File: config.mk
export PLATFORM = sky130hd
export DESIGN_NAME = websocket_frame_decoder
export DESIGN_NICKNAME = d
export VERILOG_FILES = /design/src/wsfd_pkg.sv /design/src/wsfd_parser.sv /design/src/websocket_frame_decoder.sv
export SDC_FILE = /design/constraint.sdc
export NUM_CORES = 1
export LEC_CHECK = 0
export ABC_AREA = 1
export BUFFER_PORTS_ARGS = -buffer_cell sky130_fd_sc_hd__buf_2
export CORE_MARGIN = 2
export CORE_UTILIZATION = 35
export CTS_CLUSTER_SIZE = 30
export DETAILED_ROUTE_END_ITERATION = 12
export HOLD_SLACK_MARGIN = 0.08
export MAX_ROUTING_LAYER = met4
export PLACE_DENSITY = 0.6
export SLEW_MARGIN = 20
export SYNTH_ARGS = -nofsm -noshare
export SYNTH_HDL_FRONTEND = slang
export SYNTH_SLANG_ARGS = --single-unit
File: constraint.sdc
create_clock -name clk -period 5.2 [get_ports clk]
set_input_delay 0.78 -clock clk [delete_from_list [all_inputs] [get_ports clk]]
set_output_delay 0.78 -clock clk [all_outputs]
set_load 0.02 [all_outputs]
File: src/wsfd_pkg.sv
`default_nettype none
package wsfd_pkg;

  // Width of the length and size result fields.
  localparam int unsigned OUT_LEN_W = 64;

  // Seven-bit length codes that announce an extended length.
  localparam logic [6:0] LEN16_CODE = 7'd126;
  localparam logic [6:0] LEN64_CODE = 7'd127;

  // Number of extended length bytes and masking key bytes.
  localparam logic [3:0] EXT16_BYTES = 4'd2;
  localparam logic [3:0] EXT64_BYTES = 4'd8;
  localparam logic [2:0] KEY_BYTES   = 3'd4;

  // Result kinds.
  localparam logic KIND_HEADER  = 1'b0;
  localparam logic KIND_PAYLOAD = 1'b1;

  typedef struct packed {
    logic                 item_kind;
    logic                 final_fragment;
    logic [3:0]           frame_opcode;
    logic                 was_masked;
    logic [OUT_LEN_W-1:0] payload_len;
    logic [7:0]           payload_byte;
    logic                 frame_last;
    logic [OUT_LEN_W-1:0] frame_total;
  } result_t;

endpackage
`default_nettype wire

File: src/wsfd_parser.sv
`default_nettype none
module wsfd_parser #(
  parameter int unsigned LENGTH_BITS = 64
) (
  input  wire logic              clk,
  input  wire logic              rst_n,
  input  wire logic              step,
  input  wire logic [7:0]        stream_byte,
  output logic                   res_valid,
  output wsfd_pkg::result_t      res
);

  typedef enum logic [2:0] {
    PH_HDR0 = 3'd0,
    PH_HDR1 = 3'd1,
    PH_EXT  = 3'd2,
    PH_KEY  = 3'd3,
    PH_PAY  = 3'd4
  } phase_t;

  phase_t                 phase_r,  phase_nxt;
  logic                   fin_r,    fin_nxt;
  logic [3:0]             opcode_r, opcode_nxt;
  logic                   mask_r,   mask_nxt;
  logic [LENGTH_BITS-1:0] length_r, length_nxt;
  logic [3:0]             ext_r,    ext_nxt;
  logic [31:0]            key_r,    key_nxt;
  logic [2:0]             seen_r,   seen_nxt;
  logic [LENGTH_BITS-1:0] index_r,  index_nxt;
  logic [wsfd_pkg::OUT_LEN_W-1:0] count_r, count_nxt;

  always_comb begin
    logic [6:0] l7;
    logic       len_done;
    logic       hdr_done;
    logic [7:0] key_byte;
    logic       last;
    phase_nxt  = phase_r;
    fin_nxt    = fin_r;
    opcode_nxt = opcode_r;
    mask_nxt   = mask_r;
    length_nxt = length_r;
    ext_nxt    = ext_r;
    key_nxt    = key_r;
    seen_nxt   = seen_r;
    index_nxt  = index_r;
    count_nxt  = count_r;
    l7         = stream_byte[6:0];
    len_done   = 1'b0;
    hdr_done   = 1'b0;
    key_byte   = 8'd0;
    last       = 1'b0;
    res_valid  = 1'b0;
    res.item_kind    = wsfd_pkg::KIND_HEADER;
    res.payload_byte = 8'd0;

    case (phase_r)
      PH_HDR1: begin
        count_nxt = count_r + 1'b1;
        mask_nxt  = stream_byte[7];
        if ((l7 == wsfd_pkg::LEN16_CODE) || (l7 == wsfd_pkg::LEN64_CODE)) begin
          ext_nxt    = (l7 == wsfd_pkg::LEN16_CODE) ? wsfd_pkg::EXT16_BYTES
                                                    : wsfd_pkg::EXT64_BYTES;
          length_nxt = '0;
          phase_nxt  = PH_EXT;
        end else begin
          length_nxt = LENGTH_BITS'(l7);
          len_done   = 1'b1;
        end
      end
      PH_EXT: begin
        count_nxt  = count_r + 1'b1;
        length_nxt = {length_r[LENGTH_BITS-9:0], stream_byte};
        ext_nxt    = ext_r - 1'b1;
        if (ext_nxt == 4'd0) begin
          len_done = 1'b1;
        end
      end
      PH_KEY: begin
        count_nxt = count_r + 1'b1;
        key_nxt   = {key_r[23:0], stream_byte};
        seen_nxt  = seen_r + 1'b1;
        if (seen_nxt == wsfd_pkg::KEY_BYTES) begin
          hdr_done = 1'b1;
        end
      end
      PH_PAY: begin
        count_nxt = count_r + 1'b1;
        case (index_r[1:0])
          2'd0:    key_byte = key_r[31:24];
          2'd1:    key_byte = key_r[23:16];
          2'd2:    key_byte = key_r[15:8];
          default: key_byte = key_r[7:0];
        endcase
        if (!mask_r) begin
          key_byte = 8'd0;
        end
        last             = ((index_r + 1'b1) == length_r);
        index_nxt        = index_r + 1'b1;
        res_valid        = 1'b1;
        res.item_kind    = wsfd_pkg::KIND_PAYLOAD;
        res.payload_byte = stream_byte ^ key_byte;
        if (last) begin
          phase_nxt = PH_HDR0;
        end
      end
      default: begin
        // First header byte; unused phase codes land here as well.
        count_nxt  = 64'd1;
        fin_nxt    = stream_byte[7];
        opcode_nxt = stream_byte[3:0];
        mask_nxt   = 1'b0;
        length_nxt = '0;
        key_nxt    = '0;
        seen_nxt   = '0;
        ext_nxt    = '0;
        index_nxt  = '0;
        phase_nxt  = PH_HDR1;
      end
    endcase

    // Once the length is known, a masked frame still needs its key.
    if (len_done) begin
      if (mask_nxt) begin
        seen_nxt  = '0;
        key_nxt   = '0;
        phase_nxt = PH_KEY;
      end else begin
        hdr_done = 1'b1;
      end
    end

    if (hdr_done) begin
      last      = (length_nxt == '0);
      index_nxt = '0;
      res_valid = 1'b1;
      phase_nxt = last ? PH_HDR0 : PH_PAY;
    end

    res.final_fragment = fin_nxt;
    res.frame_opcode   = opcode_nxt;
    res.was_masked     = mask_nxt;
    res.payload_len    = wsfd_pkg::OUT_LEN_W'(length_nxt);
    res.frame_last     = last;
    res.frame_total    = last ? count_nxt : '0;
  end

  always_ff @(posedge clk) begin
    if (!rst_n) begin
      phase_r  <= PH_HDR0;
      fin_r    <= 1'b0;
      opcode_r <= '0;
      mask_r   <= 1'b0;
      length_r <= '0;
      ext_r    <= '0;
      key_r    <= '0;
      seen_r   <= '0;
      index_r  <= '0;
      count_r  <= '0;
    end else if (step) begin
      phase_r  <= phase_nxt;
      fin_r    <= fin_nxt;
      opcode_r <= opcode_nxt;
      mask_r   <= mask_nxt;
      length_r <= length_nxt;
      ext_r    <= ext_nxt;
      key_r    <= key_nxt;
      seen_r   <= seen_nxt;
      index_r  <= index_nxt;
      count_r  <= count_nxt;
    end
  end

endmodule
`default_nettype wire

File: src/websocket_frame_decoder.sv
// Path: an accepted request moves from the input register through the parser into the result register.
// Throughput: one stream byte per cycle; the single parser state update per
// byte sits between the input register and the result register. Input
// stalls only while a finished result is held by the receiver.
// Reset: synchronous, active low; the parser returns to expecting the first
// header byte and both pipeline registers are emptied.
`default_nettype none
module websocket_frame_decoder #(
  parameter int unsigned LENGTH_BITS = 64
) (
  input  wire logic        clk,
  input  wire logic        rst_n,
  // Input channel: one frame stream byte per request.
  input  wire logic        in_valid,
  output logic             in_stall,
  input  wire logic [7:0]  in_stream_byte,
  // Result channel: a header result or an unmasked payload byte.
  output logic             out_valid,
  input  wire logic        out_stall,
  output logic             out_item_kind,
  output logic             out_final_fragment,
  output logic [3:0]       out_frame_opcode,
  output logic             out_was_masked,
  output logic [63:0]      out_payload_len,
  output logic [7:0]       out_payload_byte,
  output logic             out_frame_last,
  output logic [63:0]      out_frame_total
);

  // The pipeline advances unless a finished result is held by a stall.
  logic              advance;
  logic              s1_valid_r;
  logic [7:0]        s1_byte_r;
  logic              res_valid;
  wsfd_pkg::result_t res;
  logic              out_valid_r;
  wsfd_pkg::result_t out_r;

  assign advance  = !(out_valid_r && out_stall);
  // The input register still takes a request while a result waits, as long
  // as it is empty itself.
  assign in_stall = s1_valid_r && !advance;

  always_ff @(posedge clk) begin
    if (!rst_n) begin
      s1_valid_r <= 1'b0;
    end else if (!s1_valid_r || advance) begin
      s1_valid_r <= in_valid;
    end
  end

  always_ff @(posedge clk) begin
    if ((!s1_valid_r || advance) && in_valid) begin
      s1_byte_r <= in_stream_byte;
    end
  end

  // The parser updates its state only when the byte in the input register
  // moves on to the result register.
  wsfd_parser #(
    .LENGTH_BITS (LENGTH_BITS)
  ) u_parser (
    .clk         (clk),
    .rst_n       (rst_n),
    .step        (s1_valid_r && advance),
    .stream_byte (s1_byte_r),
    .res_valid   (res_valid),
    .res         (res)
  );

  // Bytes that complete no result leave the result register empty.
  always_ff @(posedge clk) begin
    if (!rst_n) begin
      out_valid_r <= 1'b0;
    end else if (advance) begin
      out_valid_r <= s1_valid_r && res_valid;
    end
  end

  always_ff @(posedge clk) begin
    if (advance && s1_valid_r && res_valid) begin
      out_r <= res;
    end
  end

  assign out_valid          = out_valid_r;
  assign out_item_kind      = out_r.item_kind;
  assign out_final_fragment = out_r.final_fragment;
  assign out_frame_opcode   = out_r.frame_opcode;
  assign out_was_masked     = out_r.was_masked;
  assign out_payload_len    = out_r.payload_len;
  assign out_payload_byte   = out_r.payload_byte;
  assign out_frame_last     = out_r.frame_last;
  assign out_frame_total    = out_r.frame_total;

endmodule
`default_nettype wire

# Word level (Yosys, flattened, before mapping)
# Cells that the tools add are included.
dict set report op_classes {
  n_eq_ne 12
  add_sub_neg 4
  bitwise_logic 2
  reduce_logical 21
  mux 38
}
# op n
set op_table {}
lappend op_table {{case mux 64 bit (3 select lines)} 1}
lappend op_table {{adder 64 x 1 -> 64 bit, second input constant} 2}
lappend op_table {{2-to-1 mux 64 bit} 2}
lappend op_table {{case mux 64 bit (2 select lines)} 1}
lappend op_table {{== test 64 bit} 1}
lappend op_table {{logical NOT 64 bit} 1}
lappend op_table {{2-to-1 mux 32 bit} 2}
lappend op_table {{case mux 32 bit (2 select lines)} 1}
lappend op_table {{2-to-1 mux 3 bit} 8}
lappend op_table {{case mux 8 bit (3 select lines)} 1}
lappend op_table {{2-to-1 mux 8 bit} 2}
lappend op_table {{== test 7 bit, second input constant} 2}
lappend op_table {{2-to-1 mux 4 bit} 3}
lappend op_table {{case mux 4 bit (3 select lines)} 1}
lappend op_table {{2-to-1 mux 1 bit} 11}
lappend op_table {{case mux 3 bit (3 select lines)} 1}
lappend op_table {{OR reduction 3 bit} 3}
lappend op_table {{bitwise XOR 8 bit} 1}
lappend op_table {{2-to-1 mux 7 bit} 1}
lappend op_table {{== test 3 x 2 -> 1 bit, second input constant} 2}
lappend op_table {{== test 3 bit, second input constant} 2}
lappend op_table {{logical AND 1 bit} 6}
lappend op_table {{case mux 3 bit (2 select lines)} 1}
lappend op_table {{logical NOT 4 bit} 1}
lappend op_table {{other kinds (15)} 20}
dict set report word_totals {
  ff_bits 394
  out_inout_bits 146
  input_bits 12
}

# Logic depth before layout (Yosys ltp)
dict set report depth {
  depth_word 8
  ltp_mapped 21
}

# Cells and area by module
# Synthesis repeated with hierarchy kept, for this count alone.
dict set report unflattened {
  hier_cells 2904
  hier_area_um2 21348.0
}
# module seq_area_each_um2 cells_each n_inst area_per_inst_um2
set by_module_without_submodules {}
lappend by_module_without_submodules {wsfd_parser 4804.6 2736 1 16674.7}
lappend by_module_without_submodules {websocket_frame_decoder 4604.4 168 1 4673.2}

# Worst setup path after synthesis
# No wires, ideal clock.
dict set report synth_path {
  path_type {input -> register}
  startpoint {in out_stall}
  endpoint {reg out_r, in the netlist out_final_fragment, enable pin}
  path_slack_ns 0.448
  path_buffers 1
  arrival_ns 4.256
  cell_stages 6
  required_time_ns 4.704
  setup_time_ns 0.496
  cell_sequence {nand2_1 > nand2_1 > clkinv_1 > clkbuf_1 > o21ai_0 > inv_1}
}
dict set report synth_via {
  elab_chain_cells 4
}
# item line_no
set synth_lines {}
lappend synth_lines {{from (decl)} websocket_frame_decoder.sv:19} ;# input wire logic out_stall,
lappend synth_lines {{logical AND 1 bit} websocket_frame_decoder.sv:39} ;# assign advance = !(out_valid_r && out_stall);
lappend synth_lines {{logical NOT 1 bit} websocket_frame_decoder.sv:39}
lappend synth_lines {{logical AND 1 bit (2 in series)} websocket_frame_decoder.sv:81} ;# if (advance && s1_valid_r && res_valid) begin
lappend synth_lines {{to (signal assigned)} websocket_frame_decoder.sv:82} ;# out_r <= res;
lappend synth_lines {{to (decl)} websocket_frame_decoder.sv:37} ;# wsfd_pkg::result_t out_r;
# No other way between the ends.
# A chain may end at the register's enable or synchronous reset.

# Worst setup path in the final report
dict set report layout_path {
  startpoint {reg u_parser.index_r[0]}
  endpoint {reg out_r, in the netlist out_frame_total[43], data pin}
}
dict set report layout_via {
  elab_chain_cells 4
}
# item line_no
set layout_lines {}
lappend layout_lines {{from (decl)} wsfd_parser.sv:29} ;# logic [LENGTH_BITS-1:0] index_r, index_nxt;
lappend layout_lines {{from (signal assigned)} wsfd_parser.sv:169} ;# index_r <= index_nxt;
lappend layout_lines {{adder 64 x 1 -> 64 bit} wsfd_parser.sv:98} ;# last = ((index_r + 1'b1) == length_r);
lappend layout_lines {{== test 64 bit} wsfd_parser.sv:98}
lappend layout_lines {{2-to-1 mux 1 bit} wsfd_parser.sv:57} ;# case (phase_r)
lappend layout_lines {{2-to-1 mux 1 bit} wsfd_parser.sv:133} ;# if (hdr_done) begin
# No other way between the ends.

==> flow_metrics.py <==
metrics = {
    "run_status": {
        "status": "completed",
    },
    "clocking": {
        "holdBufCountCts": 0,
        "cts_max_path_buffers": 3,
        "cts.clk_slew.worst_paths_ns": 0.06,
        "h-tree-depth": 2,
        "cts_setup_buffers": 0,
        "cts_root_buf": "clkbuf_16",
        "insertion_delay_ns": 0.59,
        "tritoncts": "built",
        "post_cts_resized": 0,
        "numCtsBuffers": 45,
        "cts.sinks": 394,
    },
    "place": {
        "io_buffers": 157,
        "postPlaceCellArea_mm2": 0.0230,
        "place_congestion": 1.02,
        "place_hpwl_um": 53700,
        "post-place-ws_ns": 0.876,
    },
    "hold_path": {
        "min_from": "in_stream_byte[0]",
        "hold_class": "primary input to register",
    },
    "yosys": {
        "synth.area.top_cells": "dfxtp_1 22%, edfxtp_1 21%, nand2_1 11%, inv_1 7.3%, nor2_1 5.7%",
        "synth_area_leader_cell": "dfxtp_1",
        "synth_top_area_share_pct": 22.5,
        "ys_ff_latch": 394,
        "yosysUniqueCellTypes": 47,
        "synth_flop_cell": "dfxtp_1",
        "syn_area_mm2": 0.0215,
        "synth_enable_flop_cells": 152,
        "synth_cells": 2965,
        "syn_nets": 2987,
        "yosysSeqAreaShare_pct": 43.7,
        "async_flop_share_pct": 0,
        "yosysWarnings": 0,
        "avgSynthCellArea_um2": 7.26,
    },
    "power_and_ir_drop": {
        "power_uw": 7580,
        "leakagePower_uw": 0.0102,
        "ir_drop_uv": 243,
        "powerDensity_mw_per_mm2": 308,
    },
    "global_route": {
        "antenna_found_initial": 3,
        "grt-ovfl-total": 0,
        "grt_start_max_net_pins": 128,
        "grt_pass1_wl_um": 112000,
        "grtUsageTotal_pct": 23.4,
        "grt_pass1_vias": 19082,
    },
    "finish": {
        "final_layout_size_suffix_gt1_share_pct": 11.7,
        "synthToLayoutAreaGrowth_pct": 14.3,
        "final_cell_mix": "602 x nand2_1, 418 x inv_1, 324 x nor2_1, 242 x dfxtp_1, 236 x a21oi_1",
        "layout_commonest_cell": "nand2_1",
        "final_util_pct": 40.6,
        "diodes": 0,
        "nets": 3091,
        "n_fill_cell": 6353,
        "final_area_mm2": 0.0246,
    },
    "floorplanning": {
        "rows": 90,
        "initial_core_util_pct": 35.6,
        "die_height_um": 252,
        "io_pins": 158,
        "die_x_um": 252,
        "core_mm2": 0.0606,
        "die-area_mm2": 0.0635,
    },
    "job": {
        "cap_viol_max_count": 0,
    },
    "worst_setup_path": {
        "required_ns": 5.61,
        "cp-start-kind": "register",
        "crit_start": "u_parser.index_r[0]",
        "critPathMaxFanout": 35,
        "critPathArrivalTime_ns": 4.85,
        "critical_path.endpoint_type": "register",
        "rr_startpoint": "u_parser.index_r[0]",
        "critPathKind": "register to register",
    },
    "sta": {
        "final-setup-viol-count": 0,
        "setup_tns_ns": 0,
        "fmax_ghz": 0.225,
        "tightest_slew_ns": 1.03,
        "finClkSkew_ns": 0.0403,
        "grt_setup_unrepaired": "no",
        "slew_viol_final": 0,
        "setup_slack_ns": 0.757,
        "min_period_over_period_pct": 85.4,
        "relSlewSlack_pct": 31.3,
        "hold_violations": 0,
        "fin_crit_ns": 4.44,
    },
    "routing": {
        "drc_errors": 0,
        "drtAntennaViolNets": 0,
        "drt-initial-drc-count": 2417,
        "dr.pass1.iters": 6,
        "drt-total-wl_um": 73300,
        "avgRoutedWirePerCell_um": 18.9,
        "vias_per_cell": 5.31,
        "num_vias": 20657,
    },
}
stage by stage:
| stage | cells | hold slack [ns] |
|---|---|---|
| 2_1_floorplan | 2965 | 0.463 |
| 3_3_place_gp | 3804 | 0.482 |
| 3_5_place_dp | 3804 | 0.483 |
| 4_1_cts | 3888 | 0.349 |
| 5_1_grt | 3888 | 0.363 |
| 6_report | 3888 | 0.382 |
synth_stat cells, types with 5 or more instances:
cell,count
a211oi_1,26
a21oi_1,236
a21oi_2,49
a221oi_1,8
a22oi_1,86
a31oi_1,17
buf_2,21
buf_6,8
clkbuf_1,94
dfxtp_1,242
edfxtp_1,152
ha_1,10
inv_1,421
inv_2,6
nand2_1,605
nand2_2,6
nand3_1,208
nand3b_1,8
nand4_1,58
nor2_1,326
nor2_2,10
nor2_4,7
nor3_1,62
nor4_1,14
o21ai_0,203
o21ai_1,13
o22ai_1,11
or2_2,10
xnor2_1,8
xnor3_1,6
xor2_1,5
critical path, stage by stage (launching register included):
cell	delay, ns
dfxtp_1	0.48
ha_1	0.25
inv_1	0.11
nor2_4	0.23
nand2_2	0.14
nor2_4	0.40
nand2_1	0.18
o21ai_0	0.47
nand2_1	0.19
nand2_1	0.10
nand3_1	0.08
nor2_1	0.15
nand2_1	0.11
nor2_1	0.23
nand3_4	0.54
buf_12	0.42
a21oi_1	0.15
path summary, 6_finish.rpt:
| kind | end | slack [ns] | cells after the start |
|---|---|---|---|
| setup reg to reg | out_frame_total[43] | 0.76 | 16 |
| hold / removal | s1_byte_r[0] | 0.38 | 1 |
| setup / recovery | out_frame_total[43] | 0.76 | 16 |
| hold reg to reg | u_parser.index_r[61] | 0.49 | 2 |
where the power goes:
group / switching, µW / internal, µW / leakage, µW / total (µW)
Clock: 1360 / 2000 / 0.000757 / 3360
Combinational: 563 / 222 / 0.00587 / 785
Sequential: 131 / 3310 / 0.00359 / 3440
final cells by class:
| class | instances | area (µm²) | area share [%] |
|---|---|---|---|
| tap | 782 | 978 | 3.98 |
| timing repair buffer | 183 | 1030 | 4.20 |
| inverter | 430 | 1630 | 6.60 |
| clock inverter | 26 | 312 | 1.27 |
| clock buffer | 58 | 1240 | 5.04 |
| sequential | 394 | 9410 | 38.2 |
| multi-input combinational | 2015 | 10000 | 40.7 |
registers in the layout, indices dropped and copies added, names as in the netlist, 3 cells and up:
register	count
u_parser.key_r	32
out_frame_total	64
u_parser.ext_r	4
out_frame_opcode	4
u_parser.opcode_r	4
out_payload_len	64
u_parser.index_r	64
u_parser.length_r	64
out_payload_byte	8
s1_byte_r	8
u_parser.count_r	64
u_parser.phase_r	3
u_parser.seen_r	3
kinds of logic (layout without fill, tap and decap cells):
| group | count (synthesis) | after routing | synth area share (%) |
|---|---|---|---|
| and+or+nand+nor | 1322 | 1322 | 26.3 |
| xor gates and xnor gates | 21 | 21 | 1.38 |
| buffers and inverters | 556 | 697 | 10.1 |
| adders and majority gates | 10 | 10 | 0.581 |
| AOI/OAI and AO/OA | 662 | 662 | 18.0 |
| DFF | 394 | 394 | 43.7 |
metal layers:
layer / GRT usage [%] / wire length [µm] / vias to the layer above
li1: - / - / 10107
met5: - / 0 / -
met1: 33.5 / 34200 / 9658
met4: 6.58 / 1810 / 0
met3: 3.52 / 5910 / 106
met2: 34.1 / 31400 / 786
Note: power is estimated with default switching activity, not from simulation.
